$ cat config.mk
export PLATFORM = sky130hd
export DESIGN_NAME = i2c_master_bit_engine_top
export DESIGN_NICKNAME = d
export VERILOG_FILES = /design/src/hw/rtl/i2cm_pkg.sv /design/src/hw/rtl/i2c_master_bit_engine_top.sv /design/src/hw/rtl/i2cm_seq.sv /design/src/hw/rtl/i2cm_out_reg.sv
export SDC_FILE = /design/constraint.sdc
export NUM_CORES = 1
export LEC_CHECK = 0
export ABC_AREA = 1
export BUFFER_PORTS_ARGS = -buffer_cell sky130_fd_sc_hd__buf_2
export CORE_ASPECT_RATIO = 1.75
export CORE_UTILIZATION = 50
export CTS_BUF_LIST = sky130_fd_sc_hd__clkbuf_4 sky130_fd_sc_hd__clkbuf_8
export DETAILED_ROUTE_END_ITERATION = 8
export PLACE_DENSITY = 0.7
export SETUP_SLACK_MARGIN = 0.3
export SYNTH_ARGS = -nofsm -noshare
export SYNTH_HDL_FRONTEND = slang
export SYNTH_SLANG_ARGS = --single-unit
$ cat constraint.sdc
create_clock -name clk -period 4.9 [get_ports clk]
set_input_delay 0.735 -clock clk [delete_from_list [all_inputs] [get_ports clk]]
set_output_delay 0.735 -clock clk [all_outputs]
set_load 0.03 [all_outputs]
$ cat src/hw/rtl/i2cm_pkg.sv
// ---------------------------------------------------------------------------
// I2C master bit engine package
// Shared types, command codes and constants for the line sequencer.
// ---------------------------------------------------------------------------
package i2cm_pkg;

    localparam int BITS_PER_BYTE = 8;
    localparam int PHASE_W       = 5;

    localparam logic [7:0]         MSB_MASK   = 8'h80;
    localparam logic [PHASE_W-1:0] SEND_LAST  = PHASE_W'(3 * BITS_PER_BYTE - 1);
    localparam logic [PHASE_W-1:0] RECV_LAST  = PHASE_W'(2 * BITS_PER_BYTE);

    typedef enum logic [2:0] {
        OP_START     = 3'd0,
        OP_STOP      = 3'd1,
        OP_SEND_BYTE = 3'd2,
        OP_RECV_BYTE = 3'd3,
        OP_SEND_ACK  = 3'd4,
        OP_RECV_ACK  = 3'd5,
        OP_IDLE      = 3'd7
    } op_t;

    typedef struct packed {
        logic       cmd_valid;
        logic [2:0] command;
        logic [7:0] tx_byte;
        logic       ack_out;
        logic       sda_in;
    } tick_t;

    typedef struct packed {
        logic       scl;
        logic       sda_drive;
        logic       busy_res;
        logic       done_res;
        logic [7:0] rx_byte;
        logic       ack_in;
        logic       cmd_ignored;
    } result_t;

    function automatic logic [7:0] bit_mask(input logic [2:0] idx);
        return MSB_MASK >> idx;
    endfunction

endpackage

$ cat src/hw/rtl/i2c_master_bit_engine_top.sv
// ---------------------------------------------------------------------------
// I2C master bit engine, top level
// Result: the result beat of an accepted tick beat is registered and valid in the
// cycle after. Throughput: one tick beat per cycle unless a full result register
// stalls the input; the result register frees its slot in the same cycle it is drained.
// Reset: idle, SCL and SDA released high, received ack 1, received byte 0.
// ---------------------------------------------------------------------------
module i2c_master_bit_engine_top
    import i2cm_pkg::*;
(
    input  logic    clk,
    input  logic    rst_n,
    input  logic    in_valid,
    output logic    in_ready,
    input  tick_t   in_data,
    output logic    out_valid,
    input  logic    out_ready,
    output result_t out_data
);

    logic    step;
    result_t res;

    assign step = in_valid && in_ready;

    i2cm_seq u_seq (
        .clk   (clk),
        .rst_n (rst_n),
        .step  (step),
        .tick  (in_data),
        .res   (res)
    );

    i2cm_out_reg u_out (
        .clk        (clk),
        .rst_n      (rst_n),
        .load_valid (in_valid),
        .load_ready (in_ready),
        .load_data  (res),
        .out_valid  (out_valid),
        .out_ready  (out_ready),
        .out_data   (out_data)
    );

    a_beat_lands: assert property (@(posedge clk) disable iff (!rst_n)
        step |=> out_valid)
        else $error("accepted tick did not produce a result beat");

    a_done_busy: assert property (@(posedge clk) disable iff (!rst_n)
        out_valid |-> (!out_data.done_res || out_data.busy_res))
        else $error("done without busy");

    a_ignored_busy: assert property (@(posedge clk) disable iff (!rst_n)
        out_valid |-> (!out_data.cmd_ignored || out_data.busy_res))
        else $error("command dropped while idle");

endmodule

$ cat src/hw/rtl/i2cm_seq.sv
// ---------------------------------------------------------------------------
// I2C master sequencer core
// Holds the command and line state and computes one bus phase per beat.
// ---------------------------------------------------------------------------
module i2cm_seq
    import i2cm_pkg::*;
(
    input  logic    clk,
    input  logic    rst_n,
    input  logic    step,
    input  tick_t   tick,
    output result_t res
);

    op_t                op_reg, op_next, cur_op;
    logic [PHASE_W-1:0] phase_reg, phase_next, cur_phase;
    logic [7:0]         shift_reg, shift_next, cur_shift;
    logic               scl_reg, scl_next;
    logic               sda_reg, sda_next;
    logic [7:0]         rxb_reg, rxb_next;
    logic               ack_reg, ack_next;
    logic               cmd_ok;
    logic               last;

    // send byte: bit index and sub-phase of p (p / 3 via multiply by 11, shift 5)
    logic [8:0]         p_x11;
    logic [3:0]         sb_bit;
    logic [PHASE_W-1:0] sb_sub;
    // receive byte: q = p - 1
    logic [PHASE_W-1:0] rq;

    assign p_x11  = 9'(cur_phase) * 9'd11;
    assign sb_bit = p_x11[8:5];
    assign sb_sub = cur_phase - PHASE_W'({1'b0, sb_bit} * 5'd3);
    assign rq     = cur_phase - PHASE_W'(1);

    always_comb
    begin
        cmd_ok = tick.cmd_valid && (tick.command <= 3'(OP_RECV_ACK));
        if (op_reg == OP_IDLE && cmd_ok)
        begin
            cur_op    = op_t'(tick.command);
            cur_phase = '0;
            cur_shift = (tick.command == 3'(OP_SEND_BYTE)) ? tick.tx_byte : shift_reg;
        end
        else
        begin
            cur_op    = op_reg;
            cur_phase = phase_reg;
            cur_shift = shift_reg;
        end
    end

    // next state
    always_comb
    begin
        unique case (cur_op)
            OP_START:     last = cur_phase >= PHASE_W'(3);
            OP_STOP:      last = cur_phase >= PHASE_W'(2);
            OP_SEND_BYTE: last = cur_phase >= SEND_LAST;
            OP_RECV_BYTE: last = cur_phase >= RECV_LAST;
            OP_SEND_ACK:  last = cur_phase >= PHASE_W'(2);
            OP_RECV_ACK:  last = cur_phase >= PHASE_W'(2);
            default:      last = 1'b0;
        endcase

        if (cur_op == OP_IDLE)
        begin
            op_next    = OP_IDLE;
            phase_next = phase_reg;
        end
        else if (last)
        begin
            op_next    = OP_IDLE;
            phase_next = '0;
        end
        else
        begin
            op_next    = cur_op;
            phase_next = cur_phase + PHASE_W'(1);
        end
    end

    // line levels and data
    always_comb
    begin
        scl_next   = scl_reg;
        sda_next   = sda_reg;
        shift_next = cur_shift;
        rxb_next   = rxb_reg;
        ack_next   = ack_reg;
        unique case (cur_op)
            OP_START:
            begin
                if (cur_phase == PHASE_W'(0))      sda_next = 1'b1;
                else if (cur_phase == PHASE_W'(1)) scl_next = 1'b1;
                else if (cur_phase == PHASE_W'(2)) sda_next = 1'b0;
                else                               scl_next = 1'b0;
            end
            OP_STOP:
            begin
                if (cur_phase == PHASE_W'(0))      sda_next = 1'b0;
                else if (cur_phase == PHASE_W'(1)) scl_next = 1'b1;
                else                               sda_next = 1'b1;
            end
            OP_SEND_BYTE:
            begin
                if (sb_sub == PHASE_W'(0))
                    sda_next = |(cur_shift & bit_mask(sb_bit[2:0]));
                else if (sb_sub == PHASE_W'(1))
                    scl_next = 1'b1;
                else
                    scl_next = 1'b0;
            end
            OP_RECV_BYTE:
            begin
                if (cur_phase == PHASE_W'(0))
                begin
                    sda_next   = 1'b1;
                    shift_next = '0;
                end
                else
                begin
                    if (!rq[0])
                        scl_next = 1'b1;
                    else
                    begin
                        if (tick.sda_in)
                            shift_next = cur_shift | bit_mask(rq[3:1]);
                        scl_next = 1'b0;
                    end
                    if (last)
                        rxb_next = shift_next;
                end
            end
            OP_SEND_ACK:
            begin
                if (cur_phase == PHASE_W'(0))      sda_next = tick.ack_out;
                else if (cur_phase == PHASE_W'(1)) scl_next = 1'b1;
                else                               scl_next = 1'b0;
            end
            OP_RECV_ACK:
            begin
                if (cur_phase == PHASE_W'(0))      sda_next = 1'b1;
                else if (cur_phase == PHASE_W'(1)) scl_next = 1'b1;
                else
                begin
                    ack_next = tick.sda_in;
                    scl_next = 1'b0;
                end
            end
            default:
            begin
            end
        endcase

        res.scl         = scl_next;
        res.sda_drive   = sda_next;
        res.busy_res    = (cur_op != OP_IDLE);
        res.done_res    = last;
        res.rx_byte     = rxb_next;
        res.ack_in      = ack_next;
        res.cmd_ignored = (op_reg != OP_IDLE) && tick.cmd_valid;
    end

    always_ff @(posedge clk or negedge rst_n)
    begin
        if (!rst_n)
        begin
            op_reg    <= OP_IDLE;
            phase_reg <= '0;
            shift_reg <= '0;
            scl_reg   <= 1'b1;
            sda_reg   <= 1'b1;
            rxb_reg   <= '0;
            ack_reg   <= 1'b1;
        end
        else if (step)
        begin
            op_reg    <= op_next;
            phase_reg <= phase_next;
            shift_reg <= shift_next;
            scl_reg   <= scl_next;
            sda_reg   <= sda_next;
            rxb_reg   <= rxb_next;
            ack_reg   <= ack_next;
        end
    end

endmodule

$ cat src/hw/rtl/i2cm_out_reg.sv
// ---------------------------------------------------------------------------
// I2C master result register
// Holds one result beat and decouples the output handshake from the input.
// ---------------------------------------------------------------------------
module i2cm_out_reg
    import i2cm_pkg::*;
(
    input  logic    clk,
    input  logic    rst_n,
    input  logic    load_valid,
    output logic    load_ready,
    input  result_t load_data,
    output logic    out_valid,
    input  logic    out_ready,
    output result_t out_data
);

    logic    valid_reg;
    result_t data_reg;

    assign load_ready = !valid_reg || out_ready;
    assign out_valid  = valid_reg;
    assign out_data   = data_reg;

    always_ff @(posedge clk or negedge rst_n)
    begin
        if (!rst_n)
            valid_reg <= 1'b0;
        else if (load_ready)
            valid_reg <= load_valid;
    end

    always_ff @(posedge clk)
    begin
        if (load_ready && load_valid)
            data_reg <= load_data;
    end

endmodule
==> results.py <==
metrics = {
    "clock_tree": {
        "cts.sinks": 42,
        "clk_latency_ns": 0.31,
        "postCtsHoldBufs": 0,
        "cts_root_buffer": "clkbuf_8",
        "cts_max_path_buffers": 2,
        "clk_pin_slew_ns": 0.08,
        "cts_tree": "yes",
        "numCtsBuffers": 5,
        "htreeDepth": 2,
    },
    "sta": {
        "finalCritPeriodShare": 0.900,
        "slew_violations": 0,
        "worstMarginPinSlew_ns": 1.14,
        "setup_viol": 0,
        "timing.fmax_mhz": 227,
        "skew_ns": 0.00812,
        "hold_viol": 0,
        "period_minus_slack_ns": 4.41,
        "setup_slack_ns": 0.491,
        "rsz0062_at_grt": "true",
        "relSlewSlack": 0.236,
    },
    "synthesis": {
        "syn_avg_cell_area_um2": 7.31,
        "netlist_area_um2": 3170,
        "yosysTopAreaCell": "dfrtp_1",
        "synth-seq-cells": 42,
        "yosysWarnings": 0,
        "syn_nets": 472,
        "synth_top_area_share": 0.174,
        "ys_types": 38,
        "yosysSeqAreaShare": 0.356,
        "syn_inst": 434,
        "synth_edf_count": 14,
        "synth_area_leaders": "dfrtp_1, nand2_1, edfxtp_1",
        "async_flop_share": 0.667,
        "ys.flop_type": "dfrtp_1",
    },
    "worst_setup_path": {
        "rrSetupSlack_ns": 0.50,
        "worstSetupPathType": "in2reg",
        "timing.rr.start": "u_seq.op_reg[2]$_DFFE_PN1P_",
        "cp-end-kind": "register",
        "start_kind": "primary input",
        "crit_start": "in_data[12]",
        "cp_max_fo": 6,
        "worst_ep_arrival_time_ns": 4.48,
        "worstPathRequired_ns": 4.97,
    },
    "floorplanning": {
        "core-area_um2": 6180,
        "initial_utilization": 0.513,
        "chipWidth_um": 62.2,
        "dieArea_um2": 6680,
        "io_pins": 34,
        "die_y_um": 107,
        "rows": 38,
    },
    "pwr": {
        "power_density_nw_per_um2": 727,
        "ir_drop_uv": 304,
        "p_comb_frac": 0.724,
        "pwr-share-seq": 0.196,
        "p_sw_mw": 1.39,
        "clkPwrFrac": 0.080,
        "p_leak_nw": 1.93,
        "switching_share": 0.493,
        "intPower_mw": 1.43,
    },
    "placed_design": {
        "gp_congestion": 0.903,
        "hpwl_mm": 6.40,
        "portBuffers": 33,
        "placement.cell_area_um2": 3510,
        "pre_cts_slack_ns": -0.120,
    },
    "final_layout": {
        "finish.utilization": 0.628,
        "mostFrequentLayoutCell": "nand2_1",
        "largest_register_ffs": 14,
        "syn_to_final_growth_pct": 22.4,
        "nFillCells": 596,
        "nets": 530,
        "final_cell_mix": "nand2_1, inv_1, buf_2",
        "n_antenna_cell": 0,
        "design_area_um2": 3880,
        "drive_above_1_share": 0.286,
    },
    "run": {
        "maxCapViolCount": 0,
    },
    "global_routing": {
        "grt_max_degree": 38,
        "grt_pass1_wl_mm": 13.3,
        "antenna_found_initial": 0,
        "grt_pass1_vias": 3081,
        "grt_usage": 0.257,
        "grt_overflow": 0,
    },
    "worst_hold_path": {
        "hp-class": "in2async",
    },
    "route": {
        "routed_wl_mm": 8.32,
        "drt_iter0_markers": 110,
        "via_count": 2979,
        "antenna_left": 0,
        "dr.pass1.iters": 4,
        "post_drt_wl_per_cell_um": 14.5,
        "via_per_inst": 5.20,
        "drc": 0,
    },
    "outcome": {
        "status": "complete, no violations",
    },
}
==> path summary, 6_finish.rpt <==
check                      cells after the start                              to
max reg2reg                                   24    u_out.out_data[13]$_DFFE_PP_
max                                           26    u_out.out_data[13]$_DFFE_PP_
max in group asynchronous                      1    u_seq.rxb_reg[5]$_DFFE_PN0P_
min in group clk                               2       u_seq.ack_reg$_DFFE_PN1P_
min                                            1  u_seq.shift_reg[1]$_DFFE_PN0P_
min reg2reg                                    2       u_seq.ack_reg$_DFFE_PN1P_
==> layout make-up <==
cell class	count	area, µm²	area share
Tap cell	80	100	0.0258
Timing Repair Buffer	57	365	0.0941
Sequential cell	42	1130	0.291
Clock buffer	5	68.8	0.0177
Multi-Input combinational cell	324	1960	0.506
Inverter	62	235	0.0606
Clock inverter	3	21.3	0.00548
==> through the flow <==
stage,TNS (ns),instances,hold WS (ns),total power [mW]
floorplan,0,434,0.439,1.79
global placement,0,552,0.468,2.16
detailed placement,-0.291,552,0.483,2.21
CTS,0,564,0.465,2.57
global route,0,573,0.507,3.05
finish,0,573,0.444,2.82
==> power groups by stage <==
stage | clock (mW) | sequential, mW | combinational (mW)
after floorplan | 0 | 0.598 | 1.19
after global placement | 0 | 0.553 | 1.61
after detailed placement | 0 | 0.556 | 1.65
after CTS | 0.233 | 0.553 | 1.78
after global routing | 0.242 | 0.564 | 2.25
final | 0.225 | 0.553 | 2.05
==> worst max-delay path: stages <==
cell and delay, ns:
buf_2 0.12, nand2_2 0.07, nand2_4 0.07, nor2_8 0.19, nor2_4 0.07, ha_4 0.24
fa_2 0.59, ha_4 0.21, buf_4 0.12, buf_4 0.12, a21boi_1 0.18, nor2_2 0.07
buf_4 0.16, nand2_1 0.11, inv_1 0.07, fa_1 0.44, nor2_2 0.13, a211oi_2 0.06
nor2_1 0.13, nand3_1 0.10, nor2_2 0.14, nand2_1 0.07, nand2_1 0.05, nand3b_1 0.09
nand2_1 0.08, inv_1 0.03
==> routing by layer <==
layer,GRT usage,wire [µm],vias up
met5,0,0,-
met4,0.189,385,0
met3,0.0350,151,26
met2,0.492,4700,48
met1,0.245,3080,1378
li1,-,-,1527
==> kinds of logic (layout without fill, tap and decap cells) <==
| logic type | count (synthesis) | in the layout | synth area share |
|---|---|---|---|
| flops | 42 | 42 | 0.356 |
| xor+xnor | 5 | 5 | 0.0138 |
| buf+inv | 68 | 127 | 0.0852 |
| simple gates | 230 | 230 | 0.324 |
| mux | 1 | 1 | 0.00316 |
| fa+ha+maj | 20 | 20 | 0.0836 |
| compound gates | 68 | 68 | 0.134 |
==> Yosys cell counts (all sizes together), types with 5 or more instances <==
| cell type | n |
|---|---|
| nand4 | 7 |
| nand2 | 149 |
| o21bai | 5 |
| inv | 62 |
| ha | 18 |
| a21oi | 6 |
| dfrtp | 22 |
| edfxtp | 14 |
| a22oi | 6 |
| nand3 | 35 |
| xor2 | 5 |
| nor2 | 33 |
| dfstp | 6 |
| o22ai | 6 |
| o21ai | 39 |
==> what timing repair did <==
item,in CTS,in global routing
setup endpoints to repair,4,4
resized for setup,5,37
pin swaps,4,26
buffers inserted,4,9
Power figures use the tool's default switching activity.
